<file path="src/rtl/iccc_pkg.sv">
package iccc_pkg;

  localparam int unsigned SrcSlots = 32;
  localparam int unsigned IdW      = 5;
  localparam int unsigned PrioW    = 3;
  localparam int unsigned DataW    = 32;
  localparam int unsigned CmdW     = 3;
  localparam int unsigned AddrW    = 4;

  localparam logic [CmdW-1:0] CmdRaise   = 3'd0;
  localparam logic [CmdW-1:0] CmdLower   = 3'd1;
  localparam logic [CmdW-1:0] CmdWrPrio  = 3'd2;
  localparam logic [CmdW-1:0] CmdRdPrio  = 3'd3;
  localparam logic [CmdW-1:0] CmdClaim   = 3'd4;
  localparam logic [CmdW-1:0] CmdDone    = 3'd5;
  localparam logic [CmdW-1:0] CmdRdPend  = 3'd6;

  localparam logic [1:0] RegMThr = 2'd0;
  localparam logic [1:0] RegSThr = 2'd1;
  localparam logic [1:0] RegMEn  = 2'd2;
  localparam logic [1:0] RegSEn  = 2'd3;

  typedef struct packed {
    logic [PrioW-1:0] m_thr;
    logic [PrioW-1:0] s_thr;
    logic             m_en;
    logic             s_en;
  } cfg_t;

  // controller -> datapath
  typedef struct packed {
    logic load;    // take the input transaction
    logic scan;    // issue next priority read of the claim scan
    logic exec;    // execute a non-claim command and load the result
    logic commit;  // finish a claim and load the result
  } ctl_t;

  // datapath -> controller
  typedef struct packed {
    logic is_claim;
    logic scan_last;
    logic out_free;
  } sts_t;

endpackage

</file>
<file path="src/rtl/iccc_ctrl.sv">
module iccc_ctrl (
  input  logic          clk_i,
  input  logic          rst_ni,
  input  logic          in_valid_i,
  output logic          in_ready_o,
  input  iccc_pkg::sts_t sts_i,
  output iccc_pkg::ctl_t ctl_o
);
  import iccc_pkg::*;

  typedef enum logic [4:0] {
    StIdle   = 5'b00001,
    StScan   = 5'b00010,
    StDrain  = 5'b00100,
    StCommit = 5'b01000,
    StExec   = 5'b10000
  } state_e;

  state_e state_q, state_d;

  assign in_ready_o = (state_q == StIdle);

  always_comb begin
    state_d = state_q;
    ctl_o   = '0;
    case (state_q)
      StIdle: begin
        if (in_valid_i) begin
          ctl_o.load = 1'b1;
          state_d    = sts_i.is_claim ? StScan : StExec;
        end
      end
      StScan: begin
        ctl_o.scan = 1'b1;
        if (sts_i.scan_last) begin
          state_d = StDrain;
        end
      end
      StDrain: begin
        // last priority read is compared here
        state_d = StCommit;
      end
      StCommit: begin
        if (sts_i.out_free) begin
          ctl_o.commit = 1'b1;
          state_d      = StIdle;
        end
      end
      StExec: begin
        if (sts_i.out_free) begin
          ctl_o.exec = 1'b1;
          state_d    = StIdle;
        end
      end
      default: begin
        state_d = StIdle;
      end
    endcase
  end

  always_ff @(posedge clk_i or negedge rst_ni) begin
    if (!rst_ni) begin
      state_q <= StIdle;
    end else begin
      state_q <= state_d;
    end
  end

endmodule

</file>
<file path="src/rtl/iccc_dp.sv">
module iccc_dp #(
  parameter int unsigned NUM_SOURCES = 32
) (
  input  logic                          clk_i,
  input  logic                          rst_ni,
  input  iccc_pkg::ctl_t                ctl_i,
  output iccc_pkg::sts_t                sts_o,
  input  iccc_pkg::cfg_t                cfg_i,
  input  logic [iccc_pkg::CmdW-1:0]     cmd_i,
  input  logic [iccc_pkg::IdW-1:0]      source_i,
  input  logic [iccc_pkg::DataW-1:0]    value_i,
  output logic                          out_valid_o,
  input  logic                          out_ready_i,
  output logic [iccc_pkg::DataW-1:0]    read_data_o,
  output logic                          machine_irq_o,
  output logic                          supervisor_irq_o
);
  import iccc_pkg::*;

  localparam logic [31:0] NumSrc = 32'(NUM_SOURCES);

  function automatic logic src_ok(input logic [IdW-1:0] id);
    return (id != '0) && ({{(32-IdW){1'b0}}, id} < NumSrc);
  endfunction

  // latched transaction
  logic [CmdW-1:0]  cmd_q;
  logic [IdW-1:0]   src_q;
  logic [DataW-1:0] val_q;

  // priority memory, entries read as zero until written
  logic [PrioW-1:0]    prio_mem [SrcSlots];
  logic [SrcSlots-1:0] prio_vld_q;
  logic [IdW-1:0]      raddr;
  logic [PrioW-1:0]    rdata_q;
  logic                rvld_q;
  logic [PrioW-1:0]    prio_eff;
  logic                mem_we;

  // interrupt state
  logic [SrcSlots-1:0] pend_q, pend_d;
  logic [SrcSlots-1:0] clm_q, clm_d;
  logic                m_line_q, m_line_d;
  logic                s_line_q, s_line_d;
  logic [DataW-1:0]    data_d;

  // claim scan
  logic [IdW-1:0]   scan_idx_q;
  logic [IdW-1:0]   cmp_idx_q;
  logic             cmp_en_q;
  logic             found_q;
  logic [IdW-1:0]   best_id_q;
  logic [PrioW-1:0] best_prio_q;
  logic [SrcSlots-1:0] waiting;
  logic             take;

  // result register
  logic             out_valid_q;
  logic [DataW-1:0] out_data_q;
  logic             out_m_q;
  logic             out_s_q;
  logic             done_ok;

  assign sts_o.is_claim  = (cmd_i == CmdClaim);
  assign sts_o.scan_last = (scan_idx_q == IdW'(SrcSlots - 1));
  assign sts_o.out_free  = !out_valid_q || out_ready_i;

  assign raddr = ctl_i.load ? source_i : (ctl_i.scan ? scan_idx_q : src_q);
  assign mem_we = ctl_i.exec && (cmd_q == CmdWrPrio) && src_ok(src_q);
  assign prio_eff = rvld_q ? rdata_q : '0;

  always_ff @(posedge clk_i) begin
    if (mem_we) begin
      prio_mem[src_q] <= val_q[PrioW-1:0];
    end
    rdata_q <= prio_mem[raddr];
  end

  always_ff @(posedge clk_i or negedge rst_ni) begin
    if (!rst_ni) begin
      prio_vld_q <= '0;
      rvld_q     <= 1'b0;
    end else begin
      if (mem_we) begin
        prio_vld_q[src_q] <= 1'b1;
      end
      rvld_q <= prio_vld_q[raddr];
    end
  end

  always_ff @(posedge clk_i) begin
    if (ctl_i.load) begin
      cmd_q <= cmd_i;
      src_q <= source_i;
      val_q <= value_i;
    end
  end

  assign waiting = pend_q & ~clm_q;
  assign take    = cmp_en_q && waiting[cmp_idx_q] && src_ok(cmp_idx_q) &&
                   (!found_q || (prio_eff > best_prio_q));

  // read issued at scan_idx lands in the next cycle, tagged by cmp_idx
  always_ff @(posedge clk_i or negedge rst_ni) begin
    if (!rst_ni) begin
      scan_idx_q  <= '0;
      cmp_idx_q   <= '0;
      cmp_en_q    <= 1'b0;
      found_q     <= 1'b0;
      best_id_q   <= '0;
      best_prio_q <= '0;
    end else if (ctl_i.load) begin
      scan_idx_q  <= IdW'(1);
      cmp_en_q    <= 1'b0;
      found_q     <= 1'b0;
      best_id_q   <= '0;
      best_prio_q <= '0;
    end else begin
      if (ctl_i.scan) begin
        scan_idx_q <= scan_idx_q + IdW'(1);
      end
      cmp_en_q  <= ctl_i.scan;
      cmp_idx_q <= scan_idx_q;
      if (take) begin
        found_q     <= 1'b1;
        best_id_q   <= cmp_idx_q;
        best_prio_q <= prio_eff;
      end
    end
  end

  assign done_ok = (val_q[DataW-1:IdW] == '0) && src_ok(val_q[IdW-1:0]);

  always_comb begin
    pend_d   = pend_q;
    clm_d    = clm_q;
    m_line_d = m_line_q;
    s_line_d = s_line_q;
    data_d   = '0;
    if (ctl_i.exec) begin
      case (cmd_q)
        CmdRaise: begin
          if (src_ok(src_q)) begin
            pend_d = pend_q | (SrcSlots'(1) << src_q);
            if (prio_eff != '0) begin
              if ((prio_eff >= cfg_i.m_thr) && cfg_i.m_en) begin
                m_line_d = 1'b1;
              end
              if ((prio_eff >= cfg_i.s_thr) && cfg_i.s_en) begin
                s_line_d = 1'b1;
              end
            end
          end
        end
        CmdLower: begin
          m_line_d = 1'b0;
          s_line_d = 1'b0;
        end
        CmdRdPrio: begin
          if (src_ok(src_q)) begin
            data_d = {{(DataW-PrioW){1'b0}}, prio_eff};
          end
        end
        CmdDone: begin
          if (done_ok) begin
            pend_d = pend_q & ~(SrcSlots'(1) << val_q[IdW-1:0]);
            clm_d  = clm_q & ~(SrcSlots'(1) << val_q[IdW-1:0]);
          end
        end
        CmdRdPend: begin
          data_d = pend_q;
        end
        default: begin
          data_d = '0;
        end
      endcase
    end
    if (ctl_i.commit) begin
      data_d = {{(DataW-IdW){1'b0}}, best_id_q};
      if (found_q) begin
        clm_d = clm_q | (SrcSlots'(1) << best_id_q);
      end
    end
  end

  always_ff @(posedge clk_i or negedge rst_ni) begin
    if (!rst_ni) begin
      pend_q   <= '0;
      clm_q    <= '0;
      m_line_q <= 1'b0;
      s_line_q <= 1'b0;
    end else begin
      pend_q   <= pend_d;
      clm_q    <= clm_d;
      m_line_q <= m_line_d;
      s_line_q <= s_line_d;
    end
  end

  always_ff @(posedge clk_i or negedge rst_ni) begin
    if (!rst_ni) begin
      out_valid_q <= 1'b0;
    end else if (ctl_i.exec || ctl_i.commit) begin
      out_valid_q <= 1'b1;
    end else if (out_ready_i) begin
      out_valid_q <= 1'b0;
    end
  end

  always_ff @(posedge clk_i) begin
    if (ctl_i.exec || ctl_i.commit) begin
      out_data_q <= data_d;
      out_m_q    <= m_line_d;
      out_s_q    <= s_line_d;
    end
  end

  assign out_valid_o      = out_valid_q;
  assign read_data_o      = out_data_q;
  assign machine_irq_o    = out_m_q;
  assign supervisor_irq_o = out_s_q;

endmodule

</file>
<file path="src/rtl/interrupt_claim_complete_controller_core.sv">
// Channel   Handshake                  Payload
// in        in_valid_i / in_ready_o    cmd_i, source_i, value_i
// out       out_valid_o / out_ready_i  read_data_o, machine_irq_o, supervisor_irq_o
// apb       psel, penable, pwrite      paddr, pwdata, prdata, pready
//
// A claim scans the sources, reading one priority per cycle from the single
// read port of the priority memory. One transaction is in work at a time.
// Reset clears the control and interrupt state at once; the priority memory
// is not cleared, its entries read as zero until written, so no clearing pass.
// A held result stalls only the finish of the next transaction.
module interrupt_claim_complete_controller_core #(
  parameter int unsigned NUM_SOURCES = 32
) (
  input  logic                          clk_i,
  input  logic                          rst_ni,
  input  logic                          in_valid_i,
  output logic                          in_ready_o,
  input  logic [iccc_pkg::CmdW-1:0]     cmd_i,
  input  logic [iccc_pkg::IdW-1:0]      source_i,
  input  logic [iccc_pkg::DataW-1:0]    value_i,
  output logic                          out_valid_o,
  input  logic                          out_ready_i,
  output logic [iccc_pkg::DataW-1:0]    read_data_o,
  output logic                          machine_irq_o,
  output logic                          supervisor_irq_o,
  input  logic                          psel,
  input  logic                          penable,
  input  logic                          pwrite,
  input  logic [iccc_pkg::AddrW-1:0]    paddr,
  input  logic [31:0]                   pwdata,
  output logic [31:0]                   prdata,
  output logic                          pready
);
  import iccc_pkg::*;

  cfg_t cfg_q;
  ctl_t ctl;
  sts_t sts;
  logic cfg_we;

  assign pready = 1'b1;
  assign cfg_we = psel && penable && pwrite;

  always_ff @(posedge clk_i or negedge rst_ni) begin
    if (!rst_ni) begin
      cfg_q <= '0;
    end else if (cfg_we) begin
      case (paddr[3:2])
        RegMThr: cfg_q.m_thr <= pwdata[PrioW-1:0];
        RegSThr: cfg_q.s_thr <= pwdata[PrioW-1:0];
        RegMEn:  cfg_q.m_en  <= pwdata[0];
        RegSEn:  cfg_q.s_en  <= pwdata[0];
        default: cfg_q <= cfg_q;
      endcase
    end
  end

  always_comb begin
    case (paddr[3:2])
      RegMThr: prdata = {{(32-PrioW){1'b0}}, cfg_q.m_thr};
      RegSThr: prdata = {{(32-PrioW){1'b0}}, cfg_q.s_thr};
      RegMEn:  prdata = {31'b0, cfg_q.m_en};
      RegSEn:  prdata = {31'b0, cfg_q.s_en};
      default: prdata = '0;
    endcase
  end

  iccc_ctrl u_ctrl (
    .clk_i      (clk_i),
    .rst_ni     (rst_ni),
    .in_valid_i (in_valid_i),
    .in_ready_o (in_ready_o),
    .sts_i      (sts),
    .ctl_o      (ctl)
  );

  iccc_dp #(
    .NUM_SOURCES (NUM_SOURCES)
  ) u_dp (
    .clk_i            (clk_i),
    .rst_ni           (rst_ni),
    .ctl_i            (ctl),
    .sts_o            (sts),
    .cfg_i            (cfg_q),
    .cmd_i            (cmd_i),
    .source_i         (source_i),
    .value_i          (value_i),
    .out_valid_o      (out_valid_o),
    .out_ready_i      (out_ready_i),
    .read_data_o      (read_data_o),
    .machine_irq_o    (machine_irq_o),
    .supervisor_irq_o (supervisor_irq_o)
  );

`ifndef NO_ASSERTIONS
  // one transaction in work at a time
  a_one_at_a_time: assert property (@(posedge clk_i) disable iff (!rst_ni)
    (in_valid_i && in_ready_o) |=> !in_ready_o)
    else $error("input taken while a transaction is in work");

  // a result is never written over one still waiting
  a_no_overwrite: assert property (@(posedge clk_i) disable iff (!rst_ni)
    (ctl.exec || ctl.commit) |-> (!out_valid_o || out_ready_i))
    else $error("result register overwritten");

  a_single_finish: assert property (@(posedge clk_i) disable iff (!rst_ni)
    !(ctl.exec && ctl.commit) && !(ctl.load && (ctl.scan || ctl.exec || ctl.commit)))
    else $error("conflicting datapath commands");
`endif

endmodule
</file>
<file path="config.mk">
export PLATFORM = sky130hd
export DESIGN_NAME = interrupt_claim_complete_controller_core
export DESIGN_NICKNAME = d
export VERILOG_FILES = /design/src/rtl/iccc_pkg.sv /design/src/rtl/iccc_ctrl.sv /design/src/rtl/iccc_dp.sv /design/src/rtl/interrupt_claim_complete_controller_core.sv
export SDC_FILE = /design/constraint.sdc
export NUM_CORES = 1
export LEC_CHECK = 0
export ABC_AREA = 1
export BUFFER_PORTS_ARGS = -buffer_cell sky130_fd_sc_hd__buf_2
export CELL_PAD_IN_SITES_DETAIL_PLACEMENT = 1
export CELL_PAD_IN_SITES_GLOBAL_PLACEMENT = 2
export CORE_MARGIN = 2
export CORE_UTILIZATION = 33
export DETAILED_ROUTE_END_ITERATION = 12
export PLACE_DENSITY_LB_ADDON = 0.05
export SETUP_SLACK_MARGIN = 0.3
export SLEW_MARGIN = 10
export SYNTH_ARGS = -nofsm -noshare
export SYNTH_HDL_FRONTEND = slang
export SYNTH_HIERARCHICAL = 1
export SYNTH_SLANG_ARGS = --single-unit
</file>
<file path="constraint.sdc">
create_clock -name clk_i -period 3.9 [get_ports clk_i]
set_clock_uncertainty 0.05 [all_clocks]
set_input_delay 0.585 -clock clk_i [delete_from_list [all_inputs] [get_ports clk_i]]
set_output_delay 0.585 -clock clk_i [all_outputs]
set_load 0.05 [all_outputs]
</file>
==> results by group <==
Floorplanning
  • Initial Util: roughly 34%
  • Chip height: between 200 and 250 µm
  • Core Area: roughly 44000 µm²
  • Site Rows: between 70 and 80
  • Die area: between 40000 and 50000 µm²
  • Die width: ~220 µm
  • I/O pins: ~150

Pwr
  • Pint: roughly 0.0067 W
  • Pwr/cell area: approximately 640 nW/µm²
  • Reported leakage power: between 7 and 8 nW
  • Sequential share of power: a little under 40%
  • Combinational power share: 29.5%
  • Clk pwr share: 31.6%
  • NetSw: 0.004169 W
  • Maximum VDD drop: between 0.0003 and 0.0004 V
  • Net Sw Frac: approximately two fifths
  • Design Power: 0.01088 W

Timing
  • Setup violators final: 0
  • Worst-Margin Slew: 0.9967 ns
  • Fin crit share: between 80 and 90%
  • Final hold vios: 0
  • RSZ-0062 raised after global routing: no
  • Slew Viols, Final: 0
  • Final TNS setup: 0 ns
  • Crit path time final: between 3 and 4 ns
  • Relative slew slack: between 30% and 40%
  • Fmax: 305.8 MHz

Routing
  • Met2 WL: about 22000 µm
  • Final WL: ~47000 µm
  • 1st-iter DRT viols: a little under 700
  • DRT antenna net count: 0
  • WL met1: approximately 22000 µm
  • Met3 WL: about 1600 µm
  • Via-to-Cell Ratio: approximately 4.8
  • Max layer used: met4
  • Number of remaining DRC errors: 0
  • Wirelength per Cell: about 20 µm
  • DR vias: about 12000
  • Initial DRT Pass Iterations: 4

Logic synthesis
  • Primary FF master, synth: edfxtp_1
  • Largest cells by area after synthesis: edfxtp_1 (34%), dfrtp_1 (22%), nand2_1 (9.5%)
  • Post-synthesis simple-gate area fraction: 22.03%
  • Post-Syn Area: about 15000 µm²
  • Synth Area in Adders: less than 1%
  • Post-synthesis sequential area ratio: 57.21%
  • Commonest cells post-synth: nand2_1 (376), inv_1 (234), o21ai_0 (185)
  • Netlist cell types: 43
  • Top cell type by total area after synthesis: edfxtp_1
  • Gate Count Post-Synth: 1700
  • EDFF count, synth: 170
  • Yosys warnings: 6
  • Syn Area/Cell: slightly below 9 µm²
  • Synth Area in Compound Gates: between 10 and 15%
  • FF+latch count, synth: 306
  • Mux contribution to synthesized area: 0%
  • Count leader, synth: nand2_1
  • Synth Area in XOR/XNOR: 0%
  • Combinational family with the most area after synthesis: simple AND/OR/NAND/NOR gates
  • Asr flop ratio synth: approximately 43%
  • Yosys top cell area share: 34.38%

Worst hold path
  • Hold wc startpoint: value_i[1]
  • Worst min path class: in2reg

Global routing
  • Initial antenna violation count: 1
  • Pin count of the biggest net entering global routing: 67
  • GR Overflow Total: 0
  • Vias in the first global route: roughly 12000
  • First-pass GRT wire length: ~74000 µm
  • Gr usage total: 20.73%

Final layout
  • Fin util: 38.37%
  • Nets: about 1900
  • Synth-to-Final Area Change: 14.52%
  • Layout cell share with drive strength beyond 1: 11.89%
  • Area of the multi-input gates: 4967 µm²
  • Fillcell total: between 5000 and 6000
  • Cell Count, Final, Fillers Out: between 2000 and 2500
  • Antenna Cells: 0
  • Seq. cell area: between 8000 and 9000 µm²

Clocking
  • CTS tree: built
  • Clk slew on worst S/H paths: roughly 0.060 ns
  • H-tree depth: 2
  • TritonCTS Buffers: 38
  • Worst skew pair latency: 0.56 ns
  • Root buffer cell: clkbuf_16
  • Post-CTS setup buffers: 0
  • Post_cts resized: 0
  • CTS sink count: ~310
  • CTS Buffer Depth: 3

Placement
  • GPL Wtd Cong: around 0.79
  • DP Wirelength: 32910 µm
  • Post-placement cell count: between 2000 and 2500
  • Number of I/O port buffers: 90

Critical path
  • Critical path peak fanout: 46
  • CP peak stage delay: roughly 0.54 ns
  • CP Class: reg2reg
  • CP Launch Type: register
  • Crit. Startpoint: u_ctrl/state_q[0]
  • Most used cell, CP: nand2_1
  • Crit-path cells: inv_1 > nor2_1 > nand3_2 > nor2_4 > inv_4 > nand3_4 > nand3_4 > buf_12 > o21ai_1 > nand2_1 > nand3_1 > nand3_1 > nand2_1 > nand2_1 > nand2_1
  • Nature of the critical path endpoint: register
  • Slowest stage cell on the critical path: dfstp_2
  • Req. time, crit path: 4.36 ns
  • Critical Path AT: about 3.7 ns
  • CP delay by family, top: simple AND/OR/NAND/NOR gates
  • Crit path buf inv count: 3
  • RR Startpoint: u_ctrl/state_q[0]

Outcome
  • Status: completed

Job
  • Maxcap violations: 0
[cells in the final DEF (no fill, tap or decap), drive strengths merged, types with 2 or more instances in the layout]
cell      synthesis  routed
bufinv            0       2
nand2           384     384
o22ai             7       7
nand4            28      28
ha                5       5
edfxtp          170     170
clkbuf           30      52
nor4              3       3
inv             243     246
a22oi             3       3
o21a              3       3
clkinvlp          0       2
conb              3      33
dfrtp           132     132
o21ai           229     229
nor2            178     178
o211ai           16      16
or2              15      15
buf              70     116
nand3           116     116
nor3             37      37
dfxtp             3       3
clkinv            1      12
a21oi            15      15
[logic make-up after synthesis]
group / count (synthesis)
flops: 306
compound gates: 279
buf+inv: 344
fa+ha+maj: 5
other cells: 3
simple gates: 763
[per-stage QoR]
step	setup slack [ns]	area (µm²)	hold WS, ns
floorplan	0.5757	14960	0.2394
global placement	0.6057	15800	0.3149
detailed placement	0.5979	15800	0.3180
CTS	0.6010	17000	0.1052
global route	0.3510	17000	0.1079
finish	0.6299	17000	0.1450
[power groups by stage]
stage	logic [W]	registers (W)	clock network, W
global route	0.00362	0.00427	0.00368
CTS	0.00330	0.00423	0.00355
global placement	0.00325	0.00427	0
detailed placement	0.00328	0.00429	0
finish	0.00322	0.00423	0.00344
floorplan	0.00204	0.00442	0
[worst register-to-register path: stages, from the launching register on]
cell,delay (ns)
dfstp_2,0.54
inv_1,0.04
nor2_1,0.15
nand3_2,0.15
nor2_4,0.35
inv_4,0.22
nand3_4,0.18
nand3_4,0.42
buf_12,0.38
o21ai_1,0.21
nand2_1,0.08
nand3_1,0.09
nand3_1,0.10
nand2_1,0.14
nand2_1,0.07
nand2_1,0.06
[cell type report]
| type | count | share of cell area (%) |
|---|---|---|
| Sequential cell | 306 | 49.96 |
| Multi-Input combinational cell | 1080 | 29.21 |
| Clock buffer | 52 | 6.078 |
| Inverter | 244 | 5.401 |
| Tap cell | 592 | 4.356 |
| Timing Repair Buffer | 117 | 4.040 |
| Clock inverter | 18 | 0.9566 |
[repair_timing]
| item | 4_1_cts | 5_1_grt |
|---|---|---|
| endpoints found under the hold margin | 8 | 0 |
| hold buffers | 1 | 0 |
| setup endpoints to repair | 0 | 0 |
[state kept, by name, indices dropped and copies added (netlist names), 3 cells and up]
register / cells
cfg_q: 8
u_dp/best_id_q: 5
u_dp/src_q: 5
u_dp/scan_idx_q: 5
u_dp/cmp_idx_q: 5
u_ctrl/state_q: 5
u_dp/clm_q: 32
u_dp/rdata_q: 3
u_dp/prio_mem: 96
u_dp/read_data_o: 32
u_dp/val_q: 32
u_dp/pend_q: 32
u_dp/prio_vld_q: 32
u_dp/best_prio_q: 3
u_dp/cmd_q: 3
[path summary, 6_finish.rpt]
check	to	depth (start not counted)	slack [ns]
worst min register to register	u_dp/prio_vld_q[0]	0	0.33
worst max register to register	u_dp/rdata_q[1]	15	0.63
worst max-delay path	u_dp/rdata_q[1]	15	0.63
worst min-delay path	u_dp/val_q[1]	1	0.14
min in group asynchronous	u_ctrl/state_q[3]	2	0.54
max in group asynchronous	u_dp/prio_vld_q[28]	3	2.37
[routing by layer]
| metal | vias up | GRT usage, % |
|---|---|---|
| met5 | - | 0 |
| met4 | 0 | 6.210 |
| met3 | 75 | 3.509 |
| met2 | 171 | 33.79 |
| met1 | 5647 | 28.30 |
| li1 | 5674 | - |
Note: power is estimated with default switching activity, not from simulation.
